[src/design/ftfm_pkg.sv]
`default_nettype none

package ftfm_pkg;

  // default table depth
  localparam int MAX_RULES_DEF = 32;

  // width of the rule count seen on the result channel
  localparam int HELD_W = 6;

  // action codes
  localparam logic [1:0] ACT_CLEAR = 2'd0;
  localparam logic [1:0] ACT_ADD   = 2'd1;
  localparam logic [1:0] ACT_CHECK = 2'd2;

  // one stored rule
  typedef struct packed {
    logic        accept;
    logic        dport_wild;
    logic        sport_wild;
    logic        dst_ip_wild;
    logic        src_ip_wild;
    logic        proto_wild;
    logic [7:0]  proto;
    logic [31:0] src_ip;
    logic [31:0] dst_ip;
    logic [15:0] sport;
    logic [15:0] dport;
  } rule_t;

  // controller to datapath
  typedef struct packed {
    logic load;     // capture the input beat
    logic exec;     // apply clear or add, or open the scan
    logic scan;     // scan window is open
    logic publish;  // move the verdict into the output register
  } cmd_t;

  // datapath to controller
  typedef struct packed {
    logic is_check;    // captured action is a check
    logic issue_more;  // rules remain to be read
    logic hit;         // rule under compare matches
  } stat_t;

endpackage

`default_nettype wire

[src/design/ftfm_ctrl.sv]
`default_nettype none

module ftfm_ctrl (
  input  wire logic          clk,
  input  wire logic          rst,
  input  wire logic          in_valid,
  output logic               in_stall,
  output logic               out_valid,
  input  wire logic          out_stall,
  input  wire ftfm_pkg::stat_t st,
  output ftfm_pkg::cmd_t     cmd
);

  typedef enum logic [1:0] {
    IDLE,
    EXEC,
    SCAN,
    RESULT
  } state_t;

  state_t state;

  assign in_stall = (state != IDLE);

  always_comb begin
    cmd         = '0;
    cmd.load    = (state == IDLE) && in_valid;
    cmd.exec    = (state == EXEC);
    cmd.scan    = (state == SCAN);
    cmd.publish = (state == RESULT) && (!out_valid || !out_stall);
  end

  always_ff @(posedge clk) begin
    if (rst) begin
      state     <= IDLE;
      out_valid <= 1'b0;
    end else begin
      unique case (state)
        IDLE: begin
          if (in_valid) state <= EXEC;
        end
        EXEC: begin
          state <= st.is_check ? SCAN : RESULT;
        end
        SCAN: begin
          if (st.hit || !st.issue_more) state <= RESULT;
        end
        RESULT: begin
          if (cmd.publish) state <= IDLE;
        end
        default: state <= IDLE;
      endcase
      if (cmd.publish) begin
        out_valid <= 1'b1;
      end else if (!out_stall) begin
        out_valid <= 1'b0;
      end
    end
  end

endmodule

`default_nettype wire

[src/design/ftfm_dp.sv]
`default_nettype none

module ftfm_dp #(
  parameter int MAX_RULES = ftfm_pkg::MAX_RULES_DEF
) (
  input  wire logic                          clk,
  input  wire logic                          rst,
  input  wire ftfm_pkg::cmd_t                cmd,
  output ftfm_pkg::stat_t                    st,
  input  wire logic [1:0]                    action,
  input  wire logic [7:0]                    proto,
  input  wire logic [31:0]                   src_ip,
  input  wire logic [31:0]                   dst_ip,
  input  wire logic [15:0]                   sport,
  input  wire logic [15:0]                   dport,
  input  wire logic                          proto_wild,
  input  wire logic                          src_ip_wild,
  input  wire logic                          dst_ip_wild,
  input  wire logic                          sport_wild,
  input  wire logic                          dport_wild,
  input  wire logic                          rule_accept,
  output logic                               allow,
  output logic                               status,
  output logic [ftfm_pkg::HELD_W-1:0]        rules_held
);

  localparam int CNT_W = $clog2(MAX_RULES + 1);
  localparam int IDX_W = (MAX_RULES > 1) ? $clog2(MAX_RULES) : 1;
  localparam logic [CNT_W-1:0] FULL_CNT = CNT_W'(MAX_RULES);

  ftfm_pkg::rule_t mem [MAX_RULES];

  // captured beat
  logic [1:0]      act;
  ftfm_pkg::rule_t pkt;

  logic [CNT_W-1:0] count;
  logic [CNT_W-1:0] rd_addr;
  logic             rd_pend;
  ftfm_pkg::rule_t  rd_data;
  logic             allow_r;
  logic             status_r;

  logic             full;
  logic             wr_en;
  logic             rd_en;
  logic             match;
  logic [CNT_W+ftfm_pkg::HELD_W-1:0] count_ext;

  assign full  = (count == FULL_CNT);
  assign wr_en = cmd.exec && (act == ftfm_pkg::ACT_ADD) && !full;

  assign match = (rd_data.proto_wild    || (rd_data.proto    == pkt.proto))
              && (rd_data.src_ip_wild   || (rd_data.src_ip   == pkt.src_ip))
              && (rd_data.dst_ip_wild   || (rd_data.dst_ip   == pkt.dst_ip))
              && (rd_data.sport_wild    || (rd_data.sport    == pkt.sport))
              && (rd_data.dport_wild    || (rd_data.dport    == pkt.dport));

  always_comb begin
    st            = '0;
    st.is_check   = (act == ftfm_pkg::ACT_CHECK);
    st.issue_more = (rd_addr != count);
    st.hit        = rd_pend && match;
  end

  assign rd_en = cmd.scan && st.issue_more && !st.hit;

  assign count_ext = {{ftfm_pkg::HELD_W{1'b0}}, count};

  // rule store, one write and one registered read per cycle
  always_ff @(posedge clk) begin
    if (wr_en) mem[count[IDX_W-1:0]] <= pkt;
    if (rd_en) rd_data <= mem[rd_addr[IDX_W-1:0]];
  end

  always_ff @(posedge clk) begin
    if (rst) begin
      count   <= '0;
      rd_addr <= '0;
      rd_pend <= 1'b0;
    end else begin
      rd_pend <= rd_en;
      if (cmd.load) begin
        rd_addr <= '0;
      end else if (rd_en) begin
        rd_addr <= rd_addr + CNT_W'(1);
      end
      if (cmd.exec && (act == ftfm_pkg::ACT_CLEAR)) begin
        count <= '0;
      end else if (wr_en) begin
        count <= count + CNT_W'(1);
      end
    end
  end

  always_ff @(posedge clk) begin
    if (cmd.load) begin
      act               <= action;
      pkt.proto         <= proto;
      pkt.src_ip        <= src_ip;
      pkt.dst_ip        <= dst_ip;
      pkt.sport         <= sport;
      pkt.dport         <= dport;
      pkt.proto_wild    <= proto_wild;
      pkt.src_ip_wild   <= src_ip_wild;
      pkt.dst_ip_wild   <= dst_ip_wild;
      pkt.sport_wild    <= sport_wild;
      pkt.dport_wild    <= dport_wild;
      pkt.accept        <= rule_accept;
      allow_r           <= (action == ftfm_pkg::ACT_CHECK);
      status_r          <= 1'b0;
    end else begin
      if (cmd.exec && (act == ftfm_pkg::ACT_ADD) && full) status_r <= 1'b1;
      if (st.hit && cmd.scan) allow_r <= rd_data.accept;
    end
    if (cmd.publish) begin
      allow      <= allow_r;
      status     <= status_r;
      rules_held <= count_ext[ftfm_pkg::HELD_W-1:0];
    end
  end

endmodule

`default_nettype wire

[src/design/five_tuple_first_match_filter.sv]
`default_nettype none

// channel  direction  handshake              beat contents
// -------  ---------  ---------------------  ------------------------------------------
// in       into block in_valid / in_stall    action, five-tuple, wildcard flags, verdict
// out      from block out_valid / out_stall  allow, status, rules_held
//
// one beat at a time: capture, execute, then publish
// a clear or add goes from execute straight to publish; a check reads the rule memory once
// per cycle over its single read port, scanning up to rules_held rules in table order
// and ending early at the first matching rule
// in_stall is high from capture until the verdict is in the output register;
// a waiting result does not block the next capture
// reset clears the rule count and the handshake state; the rule memory is not cleared

module five_tuple_first_match_filter #(
  parameter int MAX_RULES = ftfm_pkg::MAX_RULES_DEF
) (
  input  wire logic                   clk,
  input  wire logic                   rst,
  // input channel
  input  wire logic                   in_valid,
  output logic                        in_stall,
  input  wire logic [1:0]             action,
  input  wire logic [7:0]             proto,
  input  wire logic [31:0]            src_ip,
  input  wire logic [31:0]            dst_ip,
  input  wire logic [15:0]            sport,
  input  wire logic [15:0]            dport,
  input  wire logic                   proto_wild,
  input  wire logic                   src_ip_wild,
  input  wire logic                   dst_ip_wild,
  input  wire logic                   sport_wild,
  input  wire logic                   dport_wild,
  input  wire logic                   rule_accept,
  // result channel
  output logic                        out_valid,
  input  wire logic                   out_stall,
  output logic                        allow,
  output logic                        status,
  output logic [ftfm_pkg::HELD_W-1:0] rules_held
);

  // rule count as seen on the result port when the table is full
  localparam logic [ftfm_pkg::HELD_W-1:0] FULL_HELD = ftfm_pkg::HELD_W'(MAX_RULES % 64);

  ftfm_pkg::cmd_t  cmd;
  ftfm_pkg::stat_t st;

  // sequencer: capture, execute, scan, publish
  ftfm_ctrl u_ctrl (
    .clk       (clk),
    .rst       (rst),
    .in_valid  (in_valid),
    .in_stall  (in_stall),
    .out_valid (out_valid),
    .out_stall (out_stall),
    .st        (st),
    .cmd       (cmd)
  );

  // rule memory, compare logic, count and output register
  ftfm_dp #(
    .MAX_RULES (MAX_RULES)
  ) u_dp (
    .clk           (clk),
    .rst           (rst),
    .cmd           (cmd),
    .st            (st),
    .action        (action),
    .proto         (proto),
    .src_ip        (src_ip),
    .dst_ip        (dst_ip),
    .sport         (sport),
    .dport         (dport),
    .proto_wild    (proto_wild),
    .src_ip_wild   (src_ip_wild),
    .dst_ip_wild   (dst_ip_wild),
    .sport_wild    (sport_wild),
    .dport_wild    (dport_wild),
    .rule_accept   (rule_accept),
    .allow         (allow),
    .status        (status),
    .rules_held    (rules_held)
  );

  // a refused add never comes with an allow verdict
  a_status_no_allow: assert property (@(posedge clk) disable iff (rst)
    out_valid |-> !(allow && status))
    else $error("status and allow both set");

  // an add is refused only when the table is full
  a_full_refusal: assert property (@(posedge clk) disable iff (rst)
    (out_valid && status) |-> (rules_held == FULL_HELD))
    else $error("add refused below full table");

  // one beat at a time: a capture closes the input channel
  a_busy_after_accept: assert property (@(posedge clk) disable iff (rst)
    (in_valid && !in_stall) |=> in_stall)
    else $error("input open right after a capture");

endmodule

`default_nettype wire
[config.mk]
export PLATFORM = sky130hd
export DESIGN_NAME = five_tuple_first_match_filter
export DESIGN_NICKNAME = d
export VERILOG_FILES = /design/src/design/ftfm_pkg.sv /design/src/design/ftfm_ctrl.sv /design/src/design/ftfm_dp.sv /design/src/design/five_tuple_first_match_filter.sv
export SDC_FILE = /design/constraint.sdc
export NUM_CORES = 2
export LEC_CHECK = 0
export BUFFER_PORTS_ARGS = -buffer_cell sky130_fd_sc_hd__buf_2
export CAP_MARGIN = 20
export CORE_MARGIN = 2
export CORE_UTILIZATION = 50
export DETAILED_ROUTE_END_ITERATION = 7
export GPL_TIMING_DRIVEN = 0
export HOLD_SLACK_MARGIN = 0.03
export MAX_ROUTING_LAYER = met4
export PLACE_DENSITY = 0.65
export SLEW_MARGIN = 0
export SYNTH_ARGS = -nofsm -noshare
export SYNTH_HDL_FRONTEND = slang
export SYNTH_SLANG_ARGS = --single-unit
[constraint.sdc]
create_clock -name clk -period 13.1 [get_ports clk]
set_clock_uncertainty 0.05 [all_clocks]
set_input_delay 2.62 -clock clk [delete_from_list [all_inputs] [get_ports clk]]
set_output_delay 2.62 -clock clk [all_outputs]
set_load 0.01 [all_outputs]
==> results_dict.tcl <==
set metrics [dict create \
    drc 0 \
    avgSynthCellArea_sq_um 25.7 \
    grt_max_degree 78 \
    ys_seq_area_share_pct 79.5 \
    antenna_found_initial 16 \
    critPathCaptureType "register" \
    post_cts_buffers 0 \
    globalRouteTotalUtil_pct 26.6 \
    slew_headroom_pct 19.6 \
    finalCritPeriodShare_pct 36.1 \
    max_freq_mhz 211 \
    slowest_stage "nor2_4" \
    tns_ns 0 \
    routed_via_density 6.37 \
    fp.dieH_um 537 \
    htreeDepth 5 \
    whs_endpoint "u_dp.allow$_DFFE_PP_" \
    die_x_um 537 \
    drtPass1Iterations 5 \
    grt_pass1_vias 66414 \
    syn_inst 5522 \
    wl_um 370000 \
    hold_violations 0 \
    postCtsHoldBufs 0 \
    start_util_pct 50.3 \
    critPathTopFamily "simple AND/OR/NAND/NOR gates" \
    critPathLaunchType "register" \
    crit_path_cell_trace "buf_2 -> or3_1 -> clkbuf_1 -> nor2_1 -> nor2_1 -> nand2_1 -> nor2_4 -> buf_12 -> buf_12 -> buf_12" \
    cts.root.buffer_cell "clkbuf_16" \
    wl_per_cell_um 35.7 \
    hold_class "reg2reg" \
    ios 126 \
    clk_latency_ns 0.92 \
    p_total_w 0.0261 \
    cts.sinks 3768 \
    placed_area_sq_um 153000 \
    timing.rr.end "u_dp.mem[12][64]$_DFFE_PP_" \
    cp.arrival_ns 5.23 \
    outcome "completed" \
    setup_viol 0 \
    clkSlewWorstSetupHoldPaths_ns 0.07 \
    reg2reg_depth 10 \
    hold_start "u_dp.allow_r$_DFFE_PP_" \
    synth_seq_cells 3768 \
    holdWs_ns 0.403 \
    layout-drive-gt1-share_pct 34.7 \
    dp_hpwl_um 232000 \
    grt_pass1_wl_um 513000 \
    holdPathStages 0 \
    cts_tree "done" \
    report.final.slew_viol_count 0 \
    cts_buffers 378 \
    power_density_nw_per_um2 158 \
    fin_area_sq_um 166000 \
    grt_setup_unrepaired "no" \
    max-cap-violations 0 \
    place_congestion 0.760 \
    antenna_left 0 \
    slowest_delay_ns 0.92 \
    tightest_slew_ns 1.21 \
    layout.nets 6442 \
    area_growth_pct 16.5 \
    port_buffers 125 \
    ys.warnings.count 0 \
    crit_top_cell "buf_12" \
    post_cts_resized 0 \
    rows 195 \
    drt_first_iter_violations 10037 \
    peakVddDrop_v 0.000110 \
    dieArea_sq_um 288000 \
    worstReg2RegStart "u_dp.count[3]$_SDFFE_PP0P_" \
    num_vias 66184 \
    clockBufferDepth 4 \
    required_ns 13.60 \
    netlist_area_sq_um 142000 \
    grt_overflow 0 \
    crit_type "reg2reg" \
    crit_buf_inv 5 \
    cp_max_fo 20 \
    synth_nets 5648 \
    post-route-min-period_ns 4.73 \
    synth_cell_types 36 \
    p_leak_nw 50.1 \
    core_sq_um 283000 \
    r2r_slack_ns 8.37 \
]
==> worst max-delay path by stage <==
stage                                            end  cells past startpoint                          from  slack (ns)
after detailed placement  u_dp.mem[12][84]$_DFFE_PP_                     10    u_dp.count[3]$_SDFFE_PP0P_        8.65
after floorplan            u_dp.mem[23][0]$_DFFE_PP_                      7    u_dp.count[3]$_SDFFE_PP0P_        2.87
after CTS                 u_dp.mem[12][64]$_DFFE_PP_                     10    u_dp.count[3]$_SDFFE_PP0P_        8.52
after global placement    u_dp.mem[23][84]$_DFFE_PP_                      6  u_ctrl.state[1]$_SDFFE_PP0P_      -10.96
after global routing      u_dp.mem[12][64]$_DFFE_PP_                     10    u_dp.count[3]$_SDFFE_PP0P_        8.34
final                     u_dp.mem[12][64]$_DFFE_PP_                     10    u_dp.count[3]$_SDFFE_PP0P_        8.37
==> synthesized netlist by cell type, drive strengths merged <==
library cell  instances  area share, %
nand3b                2          0.011
o21ai                 6          0.021
nand4b                1         0.0062
edfxtp             3751             79
nor2                 48           0.13
or3                   4          0.018
dfxtp                17           0.24
a21oi                 5          0.018
or2                   1         0.0044
ha                   10          0.088
xor2                 42           0.26
nor2b                 1         0.0044
nor3                  3          0.011
clkbuf              126           0.33
xnor2                72           0.44
nor4                 12          0.053
o21a                  1         0.0053
a21o                  1         0.0053
inv                  11          0.029
o2111a                1         0.0079
a31o                  2          0.012
o31ai                 3          0.016
nor3b                 1         0.0053
a41o                  6          0.042
nand2                13          0.034
nand2b                1         0.0044
a21boi                4          0.021
nand4                18          0.079
buf                 137           0.46
nand3                 8          0.028
o211ai                2          0.011
mux2                110           0.87
or4                   2          0.011
mux4               1100             17
==> flip-flops by register name (all words and copies together) (netlist names) <==
signal,cells
u_ctrl.out_valid,1
u_ctrl.state,2
u_dp.act,2
u_dp.allow,1
u_dp.allow_r,1
u_dp.count,6
u_dp.mem,3520
u_dp.pkt,110
u_dp.rd_addr,6
u_dp.rd_data,110
u_dp.rd_pend,1
u_dp.rules_held,6
u_dp.status,1
u_dp.status_r,1
==> logic make-up after synthesis <==
logic type               synth area share [%]
flip-flops                               79.5
AND/OR/NAND/NOR                         0.395
multiplexers                             18.3
adder cells (fa/ha/maj)                0.0881
buffers and inverters                   0.824
AO/OA/AOI/OAI                           0.159
XOR/XNOR                                0.703
==> report_power, final <==
part	leakage, nW	internal [W]	switching [W]
combinational	10.3	0.000368	0.000577
sequential	33.9	0.0141	0.000553
clock	5.85	0.00607	0.00449
total	50.1	0.0205	0.00562
==> cell usage in the layout, fill, tap and decap left out, types with 22 or more instances in the layout <==
cell       instances
edfxtp_1        3751
nor2_4            30
buf_16            67
clkbuf_1         190
buf_2            230
buf_8             24
xnor2_1           72
xor2_1            42
buf_6             37
mux4_2          1100
diode_2           22
clkinv_1          89
mux2_2           110
clkbuf_16        387
buf_12           162
clkinv_2          70
bufinv_16         33
buf_1             31
==> worst register-to-register path, cell delays in order (launching register included) <==
cell	delay [ns]
dfxtp_1	0.35
buf_2	0.29
or3_1	0.18
clkbuf_1	0.44
nor2_1	0.12
nor2_1	0.53
nand2_1	0.64
nor2_4	0.92
buf_12	0.31
buf_12	0.25
buf_12	0.25
==> through the flow <==
step,setup WS [ns],utilization [%],instances
2_1_floorplan,2.87,-,5522
3_3_place_gp,-10.96,52.2,9390
3_5_place_dp,8.65,54.1,9647
4_1_cts,8.52,58.3,10332
5_1_grt,8.34,58.6,10381
6_report,8.37,58.6,10386
==> layer usage <==
layer,up-vias,GRT usage [%],share of wire [%]
met1,35834,36.7,38
met4,0,7.92,3.2
li1,25737,-,-
met3,670,5.39,10
met5,-,-,0
met2,3943,40.6,48
==> cell type report <==
class,count,area (sq um)
fill,19494,117000
sequential,3768,113000
multi-input combinational,1480,28200
clock buffer,467,9990
timing repair buffer,414,6470
tap,3743,4680
clock inverter,218,1980
buffer,263,1150
inverter,11,56.3
antenna,22,55.1
Power figures use the tool's default switching activity.
